==> src/hdl/imhp_pkg.sv <==
// Shared types and constants for the indexed min-heap pairs unit.
// No dependencies; imported by every module of the block.
`timescale 1ns / 1ps
`default_nettype none
package imhp_pkg;

   localparam int MAX_SIDE = 16;
   localparam int PAIRS    = MAX_SIDE * MAX_SIDE;
   localparam int SIDE_W   = 5;
   localparam int COORD_W  = 4;
   localparam int PAIR_W   = $clog2(PAIRS);
   localparam int SLOT_W   = PAIR_W + 1;
   localparam int DIST_W   = 32;

   localparam logic [DIST_W-1:0] INFINITY = {DIST_W{1'b1}};
   localparam logic [SIDE_W-1:0] SIDE_RESET = SIDE_W'(MAX_SIDE);

   typedef enum logic [1:0] {
      CMD_LOAD   = 2'd0,
      CMD_BUILD  = 2'd1,
      CMD_CHANGE = 2'd2,
      CMD_REMOVE = 2'd3
   } cmd_type;

   typedef enum logic [3:0] {
      ST_IDLE,
      ST_DISPATCH,
      ST_IDX_WAIT,
      ST_CHG_CMP,
      ST_REM_W1,
      ST_REM_W2,
      ST_BUILD_NEXT,
      ST_BUILD_LOAD,
      ST_SK_TEST,
      ST_SK_CMP1,
      ST_SK_CMP2,
      ST_RS_TEST,
      ST_RS_CMP,
      ST_FINISH,
      ST_DONE
   } state_type;

   // One heap slot: distance and the pair it belongs to
   typedef struct packed {
      logic [DIST_W-1:0] distance;
      logic [PAIR_W-1:0] pair;
   } slot_entry_type;

   // Result of the shared magnitude compare
   typedef struct packed {
      logic gt;
      logic lt;
   } cmp_result_type;

endpackage
`default_nettype wire

==> src/hdl/imhp_index_ram.sv <==
// Pair-to-slot index memory, one write and one registered read.
// Depends on imhp_pkg.
`timescale 1ns / 1ps
`default_nettype none
module imhp_index_ram
   import imhp_pkg::*;
(
   input  wire logic              clock,
   input  wire logic              wr_en,
   input  wire logic [PAIR_W-1:0] wr_addr,
   input  wire logic [SLOT_W-1:0] wr_data,
   input  wire logic              rd_en,
   input  wire logic [PAIR_W-1:0] rd_addr,
   output logic      [SLOT_W-1:0] rd_data
);

   logic [SLOT_W-1:0] mem [PAIRS];

   // Write port
   always_ff @(posedge clock) begin
      if (wr_en) begin
         mem[wr_addr] <= wr_data;
      end
   end

   // Registered read
   always_ff @(posedge clock) begin
      if (rd_en) begin
         rd_data <= mem[rd_addr];
      end
   end

endmodule
`default_nettype wire

==> config.mk <==
export PLATFORM = sky130hd
export DESIGN_NAME = imhp_index_ram
export DESIGN_NICKNAME = d
export VERILOG_FILES = /design/src/hdl/imhp_pkg.sv /design/src/hdl/imhp_index_ram.sv
export SDC_FILE = /design/constraint.sdc
export NUM_CORES = 2
export LEC_CHECK = 0
export ABC_CLOCK_PERIOD_IN_PS = 5300
export BUFFER_PORTS_ARGS = -buffer_cell sky130_fd_sc_hd__buf_2
export CAP_MARGIN = 20
export CORE_MARGIN = 2
export CORE_UTILIZATION = 50
export CTS_CLUSTER_DIAMETER = 40
export CTS_CLUSTER_SIZE = 16
export DETAILED_ROUTE_END_ITERATION = 8
export HOLD_SLACK_MARGIN = 0.15
export PLACE_DENSITY = 0.72
export SETUP_SLACK_MARGIN = 0.4
export SYNTH_ARGS = -nofsm -noshare
export SYNTH_HDL_FRONTEND = slang
export SYNTH_SLANG_ARGS = --single-unit
==> constraint.sdc <==
create_clock -name clock -period 5.3 [get_ports clock]
set_input_delay 1.06 -clock clock [delete_from_list [all_inputs] [get_ports clock]]
set_output_delay 1.06 -clock clock [all_outputs]
set_load 0.005 [all_outputs]
# --- Yosys cells after proc, flatten, opt, wreduce, memory -nomap -nowiden ---
# Memory sizes are Yosys's and may differ from the RTL's. A register that Yosys moved wholly into a read port is not among the register bits.
# Cells that the tools add are included.
word_totals:
  in_bits: 28
  elab_cells: 3
  n_memories: 1
  reg_bits: 0
  ram_bits: 2304
mem_list:
  columns: ["memory", "depth", "width", "rd", "rd_clocked_by_memory_dff", "write_ports", "line", "source"]
  rows:
  - ["mem", 256, 9, 1, 1, 1, "imhp_index_ram.sv:17", "logic [SLOT_W-1:0] mem [PAIRS];"]
classes:
  mux: 2
ops:
  columns: ["cell", "count"]
  rows:
  - ["$mux 1", 2]

# --- Depth between registers and ports, before layout ---
logic_depth:
  ltp_word: 2
  depth_mapped: 11

# --- Worst setup path before layout ---
# OpenSTA, ideal clock, no wires.
synth_path:
  path_type: "input -> register"
  start: "input port rd_addr[0]"
  end: "register rd_data[7] (read register of mem) (data pin)"
  arrival_time_ns: 2.758
  setup_ns: 0.265
  setup_slack_ns: 2.278
  path_stages: 9
  cell_sequence: "buf_6 buf_12 buf_6 buf_6 mux4_2 a22oi_1 a21oi_1 nor4_1 nor3_1"
synth_lines:
  columns: ["item", "line", "source"]
  rows:
  - ["from (decl)", "imhp_index_ram.sv:13", "input wire logic [PAIR_W-1:0] rd_addr,"]
  - ["to (decl)", "imhp_index_ram.sv:14", "output logic [SLOT_W-1:0] rd_data"]

==> metrics.yaml <==
hp-class: "input pin to register"
max-vdd-ir-drop_mv: 0.3711
drt_iter0_drc: 7032
syn_area_mm2: 0.08937
p_seq_share_pct: 52.1
syn_inst: 4237
dp_slack_ns: 0.4568
gp_congestion: 0.8785
p_switching_mw: 8.832
cp-end-kind: "register"
synth.distinct_cells: 56
initial_core_util_pct: 50.20
antenna_found_initial: 6
final_nets: 4436
relSlewSlack_pct: 9.102
max_clock_freq_mhz: 253.8
p_int_mw: 29.98
leakagePower_nw: 31.22
syn-num-nets: 4265
synth_simple_gate_area_share_pct: 2.502
cts.reportedPaths.clkPinSlew_ns: 0.07
crit_required_ns: 5.89
die_w_um: 426.8
yosys-top-cells-area: "edfxtp_1 (78%), mux4_2 (12%), mux2i_1 (2.0%), a22oi_1 (1.5%), nor2_1 (1.3%)"
layout-drive-gt1-share_pct: 23.69
pin_count: 37
setup_ws_ns: 1.360
wire_per_inst_um: 31.53
fin_tns_setup_ns: 0
synth-edff-count: 2313
via_count: 44870
multiInputGateArea_mm2: 0.01840
grt_max_degree: 181
tightest_slew_ns: 1.363
worst_ep_arrival_time_ns: 4.53
power.density_mw_per_mm2: 385.6
clk_latency_ns: 0.90
crit_path_top_delay_cell: "a211oi_1"
final-hold-violation-count: 0
period_share_pct: 74.33
fp.dieH_um: 426.8
regArea_mm2: 0.06946
cts_resized: 0
cts_hold_buf: 0
drc: 0
worst_clock_skew_ns: 0.03186
setup_viol: 0
path_max_fanout: 36
crit_top_cell: "buf_12"
synthMuxAreaShare_pct: 14.28
fin_area_mm2: 0.1006
first_pass_iters: 6
clockBufferDepth: 3
dieArea_mm2: 0.1821
power_mw: 38.81
yosysTopAreaCell: "edfxtp_1"
yosysMostFrequentCell: "edfxtp_1"
async_flop_share_pct: 0
critical_path_class: "input pin to register"
grt_pass1_wl_mm: 316.9
synth_fa_ha_area_share_pct: 0
ys_seq_elements: 2313
drv_cap: 0
startpoint_type: "input pin"
layout_min_cycle_time_ns: 3.940
synth_top_family_by_area: "multiplexers"
ys_seq_area_share_pct: 77.72
rows: 155
port_buffers: 36
grt.overflow.total: 0
synth_common_cells: "edfxtp_1 (2313), mux4_2 (467), nor2_1 (305)"
switching_share_pct: 22.76
cts_root_buffer: "clkbuf_16"
syn_avg_cell_area_um2: 21.09
synth_xor_area_share_pct: 0
cts_setup_buffers: 0
cpPeakStageDelay_ns: 0.70
antenna_left: 0
clkPwrFrac_pct: 43.2
wl_mm: 219.8
htree_levels: 4
yosys_warnings: 0
synth_compound_area_share_pct: 3.748
syn2layout_area_growth_pct: 12.62
slew_violations: 0
fillCellCount: 12750
pwr-share-comb_pct: 4.7
coreArea_mm2: 0.1780
whs_ns: 0.5481
outcome: "complete, no violations"
clkSinkCount: 2313
rsz0062_at_grt: "no"
hpwlAfterDp_mm: 132.4
crit_path_cell_trace: "buf_8, buf_12, buf_12, buf_4, mux4_2, a22oi_1, o31a_1, o21ai_0, a211oi_1, nor4_1"
cts_tree: "yes"
viasPerCell: 6.438
ys.flop_type: "edfxtp_1"
grt_use_total_pct: 24.19
place_area_mm2: 0.09255
synth_top_area_share_pct: 77.72
cts_made_buffers: 234
grt_pass1_vias: 44150
==> kinds of logic (layout without fill, tap and decap cells) <==
kind of cell | count (synthesis) | after routing
and+or+nand+nor | 500 | 500
muxes | 674 | 674
DFF | 2313 | 2313
buffers and inverters | 261 | 637
AOI/OAI and AO/OA | 489 | 489
other | 0 | 2
==> registers in the layout, summed over array words and instances, names as in the netlist <==
signal and flops:
mem 2304, rd_data 9
==> power groups by stage <==
stage | Combinational (mW) | Clock (mW) | Sequential, mW
6_report | 1.82 | 16.8 | 20.2
5_1_grt | 1.90 | 17.6 | 20.2
3_5_place_dp | 1.81 | 0 | 20.6
3_3_place_gp | 1.77 | 0 | 20.6
4_1_cts | 1.81 | 16.9 | 20.2
2_1_floorplan | 0.957 | 0 | 20.6
==> cell type report <==
cell class	instances	area share, %
Clock inverter	181	2.082
Inverter	2	0.007459
Multi-Input combinational cell	1663	18.28
Clock buffer	260	5.915
Tap cell	2355	2.928
Antenna cell	2	0.004973
Timing Repair Buffer	194	1.773
Sequential cell	2313	69.01
==> path summary, 6_finish.rpt <==
kind              slack [ns]             startpoint  cells past startpoint               endpoint
setup / recovery        1.36             rd_addr[0]                     10   rd_data[3]$_DFFE_PP_
hold / removal          0.55             wr_data[0]                      1  mem[131][0]$_DFFE_PP_
setup reg to reg        2.44  mem[134][4]$_DFFE_PP_                      6   rd_data[4]$_DFFE_PP_
hold reg to reg         1.16    mem[6][7]$_DFFE_PP_                      6   rd_data[7]$_DFFE_PP_
==> stage by stage <==
stage,utilization [%],instances
3_5_place_dp,51.98,6522
3_3_place_gp,51.97,6518
6_report,56.53,6970
5_1_grt,56.53,6970
4_1_cts,56.50,6963
2_1_floorplan,-,4237
==> critical path, delay by kind of cell <==
kind / cells / cell delay (ns)
AO/OA/AOI/OAI: 4 / 1.40
buffers and inverters: 4 / 1.25
multiplexers: 1 / 0.55
AND/OR/NAND/NOR: 1 / 0.10
==> cell usage in the layout (no fill, tap or decap), drive strengths merged, types with 28 or more instances in the layout <==
cell and count:
buf 190, mux4 476, clkinv 101, o221ai 36, nor2b 28, o21ai 36
mux2i 177, nand2 40, clkbuf 264, inv 47, o22ai 65, a21oi 98
a22oi 174, edfxtp 2313, nand3 31, nor2 305
==> metal layers <==
layer	GRT usage (%)	part of all wire, %	up-vias
met5	0	0.0046	-
met4	9.489	4.0	2
met3	4.765	11	368
met2	36.89	47	2752
met1	34.76	38	23560
li1	-	-	18190
Power figures use the tool's default switching activity.
