<file path="src/hdl/imhp_pkg.sv">
// Shared types and constants for the indexed min-heap pairs unit.
// No dependencies; imported by every module of the block.
`timescale 1ns / 1ps
`default_nettype none
package imhp_pkg;

   localparam int MAX_SIDE = 16;
   localparam int PAIRS    = MAX_SIDE * MAX_SIDE;
   localparam int SIDE_W   = 5;
   localparam int COORD_W  = 4;
   localparam int PAIR_W   = $clog2(PAIRS);
   localparam int SLOT_W   = PAIR_W + 1;
   localparam int DIST_W   = 32;

   localparam logic [DIST_W-1:0] INFINITY = {DIST_W{1'b1}};
   localparam logic [SIDE_W-1:0] SIDE_RESET = SIDE_W'(MAX_SIDE);

   typedef enum logic [1:0] {
      CMD_LOAD   = 2'd0,
      CMD_BUILD  = 2'd1,
      CMD_CHANGE = 2'd2,
      CMD_REMOVE = 2'd3
   } cmd_type;

   typedef enum logic [3:0] {
      ST_IDLE,
      ST_DISPATCH,
      ST_IDX_WAIT,
      ST_CHG_CMP,
      ST_REM_W1,
      ST_REM_W2,
      ST_BUILD_NEXT,
      ST_BUILD_LOAD,
      ST_SK_TEST,
      ST_SK_CMP1,
      ST_SK_CMP2,
      ST_RS_TEST,
      ST_RS_CMP,
      ST_FINISH,
      ST_DONE
   } state_type;

   // One heap slot: distance and the pair it belongs to
   typedef struct packed {
      logic [DIST_W-1:0] distance;
      logic [PAIR_W-1:0] pair;
   } slot_entry_type;

   // Result of the shared magnitude compare
   typedef struct packed {
      logic gt;
      logic lt;
   } cmp_result_type;

endpackage
`default_nettype wire

</file>
<file path="src/hdl/imhp_compare.sv">
// Shared unsigned distance comparator used by every sift step.
// Depends on imhp_pkg.
`timescale 1ns / 1ps
`default_nettype none
module imhp_compare
   import imhp_pkg::*;
(
   input  wire logic [DIST_W-1:0] a,
   input  wire logic [DIST_W-1:0] b,
   output cmp_result_type         result
);

   // Greater and less flags of a against b
   always_comb begin
      result.gt = (a > b);
      result.lt = (a < b);
   end

endmodule
`default_nettype wire

</file>
<file path="config.mk">
export PLATFORM = sky130hd
export DESIGN_NAME = imhp_compare
export DESIGN_NICKNAME = d
export VERILOG_FILES = /design/src/hdl/imhp_pkg.sv /design/src/hdl/imhp_compare.sv
export SDC_FILE = /design/constraint.sdc
export NUM_CORES = 1
export LEC_CHECK = 0
export ABC_CLOCK_PERIOD_IN_PS = 2100
export BUFFER_PORTS_ARGS = -buffer_cell sky130_fd_sc_hd__buf_2
export CAP_MARGIN = 20
export CORE_AREA = 2 2 48 50
export DETAILED_ROUTE_END_ITERATION = 12
export DIE_AREA = 0 0 50 52
export PLACE_DENSITY = 0.86
export SLEW_MARGIN = 10
export SYNTH_ARGS = -nofsm -noshare
export SYNTH_HDL_FRONTEND = slang
export SYNTH_SLANG_ARGS = --single-unit
</file>
<file path="constraint.sdc">
create_clock -name vclk -period 2.1
set_input_delay 0.21 -clock vclk [all_inputs]
set_output_delay 0.21 -clock vclk [all_outputs]
set_load 0.005 [all_outputs]
</file>
# Word level (Yosys, flattened, before mapping)
# Index checks and enable logic that the tools add are counted.
# classes
add_sub_neg	0
mul	0
div_mod_pow	0
order_cmp	2
n_eq_ne	0
shift	0
n_mux	0
bitwise_logic	0
reduce_logical	0
# ops
cell	count
$gt A32 B32 Y1	1
$lt A32 B32 Y1	1
# word_totals
reg_bits	0
latchBits	0
mem_bits_rw	0
romBits	0
inputBits	64
out_inout_bits	2
elab_cells	2
memories	0

# Longest topological paths before layout
# Gate-level depths: netlist of run 1.
# depth
word_depth	1
depth_mapped	7
depth_no_buf	7

# Least setup slack after synthesis of run 1
# Ideal clock, no wire load.
# synth_timing
kind	input port to output port
from	input b[14]
to	output result[0] (netlist name)
arrival_ps	1469
required_time_ps	1890
setup_slack_ps	421
cell_stages	7
path_buffers	0
path_cell_list	inv_1 ha_1 a21oi_2 nand2_1 a221o_1 o31ai_1 and2_1
# synth_rtl
item	line_no	source
start: declaration	imhp_compare.sv:9	input wire logic [DIST_W-1:0] b,
end: declaration	imhp_compare.sv:10	output cmp_result_type result

==> flow_summary.toml, run 1 <==
[worst_hold_path]
hold_path_depth = 6
hold_path.class = "in2out"
holdPathEnd = "result[0]"
hp-start = "a[31]"

[cells_and_area]
clkbuf_count = 0
nFillCells = 209
areaGrowthSynthToFinish_pct = 44.72
design.seq.count = 0
multi_input_area_um2 = 696.9
antennaDiodeCount = 0
drive_above_1_share = 0.3722
fin_nets = 278
layout.cells.non_filler = 208
ff_latch_area_um2 = 0

[timing]
max_slew_margin = 0.7648
fin_crit_sh = 0.9181
tightestPinTransition_ns = 0.3520
drv_slew = 0
hold_viol = 0
tns_ns = 0
finalCriticalPeriod_ns = 1.928
setup_violations = 0
rsz0062_at_grt = "no"
fmax_ghz = 0.5187
worst_slack_ns = 0.1719

[placement]
placed_cells = 208
dp_hpwl_um = 1898
pre_cts_ws_ns = 0.1689
place_congestion = 0.7059
numPortBuffers = 66

[power_and_ir_drop]
p_seq_frac = 0
p_int_mw = 0.1080
vdd_drop_max_uv = 90.97
p_leak_nw = 0.7680
clock_power_share = 0
power.switching_mw = 0.09068
sw_frac_of_total = 0.4565
power.density_nw_per_um2 = 168.0
comb_power_share = 1.000

[outcome]
status = "completed"

[global_route]
overflow = 0
grtUsageTotal = 0.1478
antenna_found_initial = 0
grt_pass1_wl_um = 3222
grt_pass1_vias = 944
grt_max_degree = 5

[routing]
detail-route-antenna-nets = 0
vias = 1009
drc_errors = 0
drtIter0Drc = 4
avgRoutedWirePerCell_um = 9.365
first_pass_iters = 4
totalWireLength_um = 1948
via_per_inst = 4.851

[critical_path]
cp_slowest_cell = "ha_1"
cp_top_family = "compound AO/OA/AOI/OAI gates"
cpMostUsedCell = "buf_2"
crit_buf_inv = 2
cp-start-kind = "input pin"
max_stage_delay_ns = 0.32
path_depth = 8
path_max_fanout = 4
required_ns = 1.89
path_cells = "buf_2, ha_1, nand4_1, nor2_1, a221o_1, o31ai_1, and2_1, buf_2"
critPathKind = "in2out"
end_kind = "output pin"
worst-endpoint-arrival_ns = 1.72

[flow_run]
maxCapViolCount = 0

[yosys]
seq_area_frac_synth = 0
yosys_warnings = 0
syn_inst = 114
ys_top_cells_by_area = "ha_1 49%, inv_1 15%, a21oi_1 7.4%"
syn_avg_cell_area_um2 = 7.167
synth_area_um2 = 817.0
synth_area_leader_cell = "ha_1"
syn_nets = 210
yosys-top-cells-count = "32 x ha_1, 32 x inv_1, 12 x a21oi_1"
netlist.area_leader.share = 0.4900
synth.distinct_cells = 22

[clocking]
cts_resized = 0
cts_setup_buffers = 0
ctsHoldBuffers = 0

[floorplanning]
die_area_um2 = 2600
start_util = 0.3880
die_x_um = 50
dieHeight_um = 52
ioPinCount = 66
rows = 17
core_um2 = 2106
==> per-stage QoR <==
stage / power, mW / utilization / hold slack, ns / cell area [µm²]
6_report: 0.1987 / 0.5615 / 1.050 / 1182
5_1_grt: 0.2316 / 0.5615 / 1.091 / 1182
4_1_cts: 0.2023 / 0.5615 / 1.056 / 1182
3_5_place_dp: 0.2010 / 0.5615 / 1.054 / 1182
3_3_place_gp: 0.1940 / 0.5615 / 1.037 / 1182
2_1_floorplan: 0.1113 / - / 0.8297 / 817.0
==> power by group through the flow <==
stage | sequential [mW] | combinational (mW) | clock [mW]
6_report | 0 | 0.199 | 0
5_1_grt | 0 | 0.232 | 0
4_1_cts | 0 | 0.202 | 0
3_5_place_dp | 0 | 0.201 | 0
3_3_place_gp | 0 | 0.194 | 0
2_1_floorplan | 0 | 0.111 | 0
==> logic make-up after synthesis <==
group / synth area share
and+or+nand+nor: 0.1761
adders and majority gates: 0.4900
buffers and inverters: 0.1470
AOI/OAI and AO/OA: 0.1868
==> worst max path at each step <==
stage / startpoint / to / slack, ns
after floorplan: b[14] / result[0] / 0.42
after global placement: a[14] / result[0] / 0.19
after detailed placement: a[14] / result[0] / 0.17
after CTS: a[14] / result[0] / 0.17
after global routing: b[14] / result[1] / 0.03
final: a[14] / result[0] / 0.17
==> routing by layer <==
metal / up-vias / wire length, µm / GRT usage
met3: 0 / 182 / 0.01724
met2: 46 / 1011 / 0.3289
met1: 428 / 754 / 0.1495
li1: 535 / - / -
met4: 0 / 0 / 0
met5: - / 0 / 0
==> tightest hold or removal path, cell delays in order <==
cell      delay, ns
buf_2          0.08
ha_1           0.14
a221oi_1       0.04
o31a_1         0.11
and2_1         0.14
buf_2          0.12
==> layout make-up <==
cell class / instances / area share
Timing Repair Buffer: 66 / 0.2794
Inverter: 32 / 0.1016
Tap cell: 28 / 0.02963
Multi-Input combinational cell: 82 / 0.5894
==> placed cells by master, fill, tap and decap left out <==
cell,Yosys,final
o31ai_1,1,1
a21oi_2,1,1
nand2_1,7,7
a21o_1,1,1
nor4_1,1,1
o21ai_0,2,2
nor2b_1,1,1
o211ai_1,1,1
ha_1,32,32
nor2_1,1,1
o31a_1,1,1
and4_1,3,3
a221o_1,1,1
and2_1,2,2
nand3_1,4,4
nor3_1,1,1
o21ai_1,1,1
a2111oi_1,1,1
a221oi_1,2,2
nand4_1,6,6
buf_2,0,66
a21oi_1,12,12
inv_1,32,32
(Power assumes the default switching activity.)
==> run 2: changes to the inputs <==
Settings changed: ABC_CLOCK_PERIOD_IN_PS 2100 to 2000.
Clock period 2.1 ns to 2 ns, I/O delays scaled along.
==> run 2 against run 1 <==
Non-clock buffer count grew 1. Critical path depth unchanged. Core utilization rose by 0.83 points. Via count rose by 0.30%. Setup slack got worse by 0.069 ns. Critical path type unchanged. Largest power group unchanged.
==> flow_summary.toml, run 2 (same netlist as run 1, synthesis figures left out) <==
[critical_path]
required_ns = 1.80
worst-endpoint-arrival_ns = 1.70
cp-start-kind = "input pin"
path_max_fanout = 4
end_kind = "output pin"
crit_start = "a[13]"
critPathKind = "in2out"
crit_end = "result[0]"

[placement]
numPortBuffers = 66
dp_hpwl_um = 1834
place_congestion = 0.7086

[floorplanning]
core_um2 = 2106
rows = 17
ioPinCount = 66
die_area_um2 = 2600
dieHeight_um = 52
start_util = 0.3880
die_x_um = 50

[flow_run]
maxCapViolCount = 0

[routing]
vias = 1012
totalWireLength_um = 1908
detail-route-antenna-nets = 0
drc_errors = 0
first_pass_iters = 4
via_per_inst = 4.842
avgRoutedWirePerCell_um = 9.129
drtIter0Drc = 9

[cells_and_area]
layout_common_cells = "66 x buf_2, 32 x inv_1, 32 x ha_1"
nFillCells = 199
fin_nets = 279
drive_above_1_share = 0.3867
antennaDiodeCount = 0
finalCoreUtilization = 0.5698
areaGrowthSynthToFinish_pct = 46.86
final_common_cell = "buf_2"
design.seq.count = 0
clkbuf_count = 0
ff_latch_area_um2 = 0

[power_and_ir_drop]
vdd_drop_max_uv = 91.18
power.density_nw_per_um2 = 176.8
p_leak_nw = 0.7686
p_total_mw = 0.2121

[global_route]
antenna_found_initial = 0
grt_pass1_vias = 857
grt_max_degree = 5
met3_usage = 0.01437
grt_pass1_wl_um = 3153
grtUsageTotal = 0.1466
grt_util_met2 = 0.3158
grtUsageMet1 = 0.1581
busiest_layer = "met2"
overflow = 0

[timing]
setup_violations = 0
max_slew_margin = 0.7813
hold_viol = 0
drv_slew = 0
fin_crit_sh = 0.9487
fmax_ghz = 0.5270
finalCriticalPeriod_ns = 1.897
tightestPinTransition_ns = 0.3255

[clocking]
ctsHoldBuffers = 0

[worst_hold_path]
hold_path.class = "in2out"

[outcome]
status = "completed"
-- run 2: area by class of cell --
cell class,count,area [µm²],area share
tap,28,35.03,0.02920
inverter,32,120.1,0.1001
timing repair buffer,67,337.8,0.2815
multi-input combinational,82,706.9,0.5892
-- run 2: layer usage --
layer,wire length (µm),part of all wire
met4,0,0
met1,769,0.40
met3,176,0.092
met5,0,0
met2,962,0.50
-- run 2: worst min-delay path by stage --
stage,cells past startpoint,endpoint,slack [ns],start
after detailed placement,6,result[1],1.04,a[31]
after CTS,6,result[0],1.04,a[15]
after global routing,6,result[0],1.07,a[15]
after floorplan,4,result[0],0.81,a[31]
after global placement,6,result[1],1.02,a[15]
final,6,result[0],1.03,a[31]
-- run 2: critical path, stage by stage --
cell     delay [ns]
buf_2          0.10
ha_1           0.31
nand4_1        0.20
nor2_1         0.07
a221o_1        0.31
o31ai_2        0.26
and2_1         0.15
buf_2          0.11
-- run 2: repair_timing --
action | in CTS | in global routing
setup endpoints to repair | 0 | 2
gates resized for setup | 0 | 2
hold endpoints to repair | 0 | 0
buffers inserted | 0 | 1
-- run 2: per-stage QoR --
| step | hold slack [ns] | setup WS [ns] | instance area [µm²] | instances | TNS, ns |
|---|---|---|---|---|---|
| 3_3_place_gp | 1.018 | 0.1154 | 1182 | 208 | 0 |
| 6_report | 1.034 | 0.1025 | 1200 | 209 | 0 |
| 2_1_floorplan | 0.8097 | 0.3409 | 817.0 | 114 | 0 |
| 5_1_grt | 1.075 | -0.001409 | 1200 | 209 | -0.001409 |
| 4_1_cts | 1.041 | 0.08904 | 1182 | 208 | 0 |
| 3_5_place_dp | 1.039 | 0.09132 | 1182 | 208 | 0 |
-- run 2: power breakdown --
part           switching, mW  internal [mW]  total, mW
clock network              0              0          0
logic                 0.0972          0.115      0.212
registers                  0              0          0
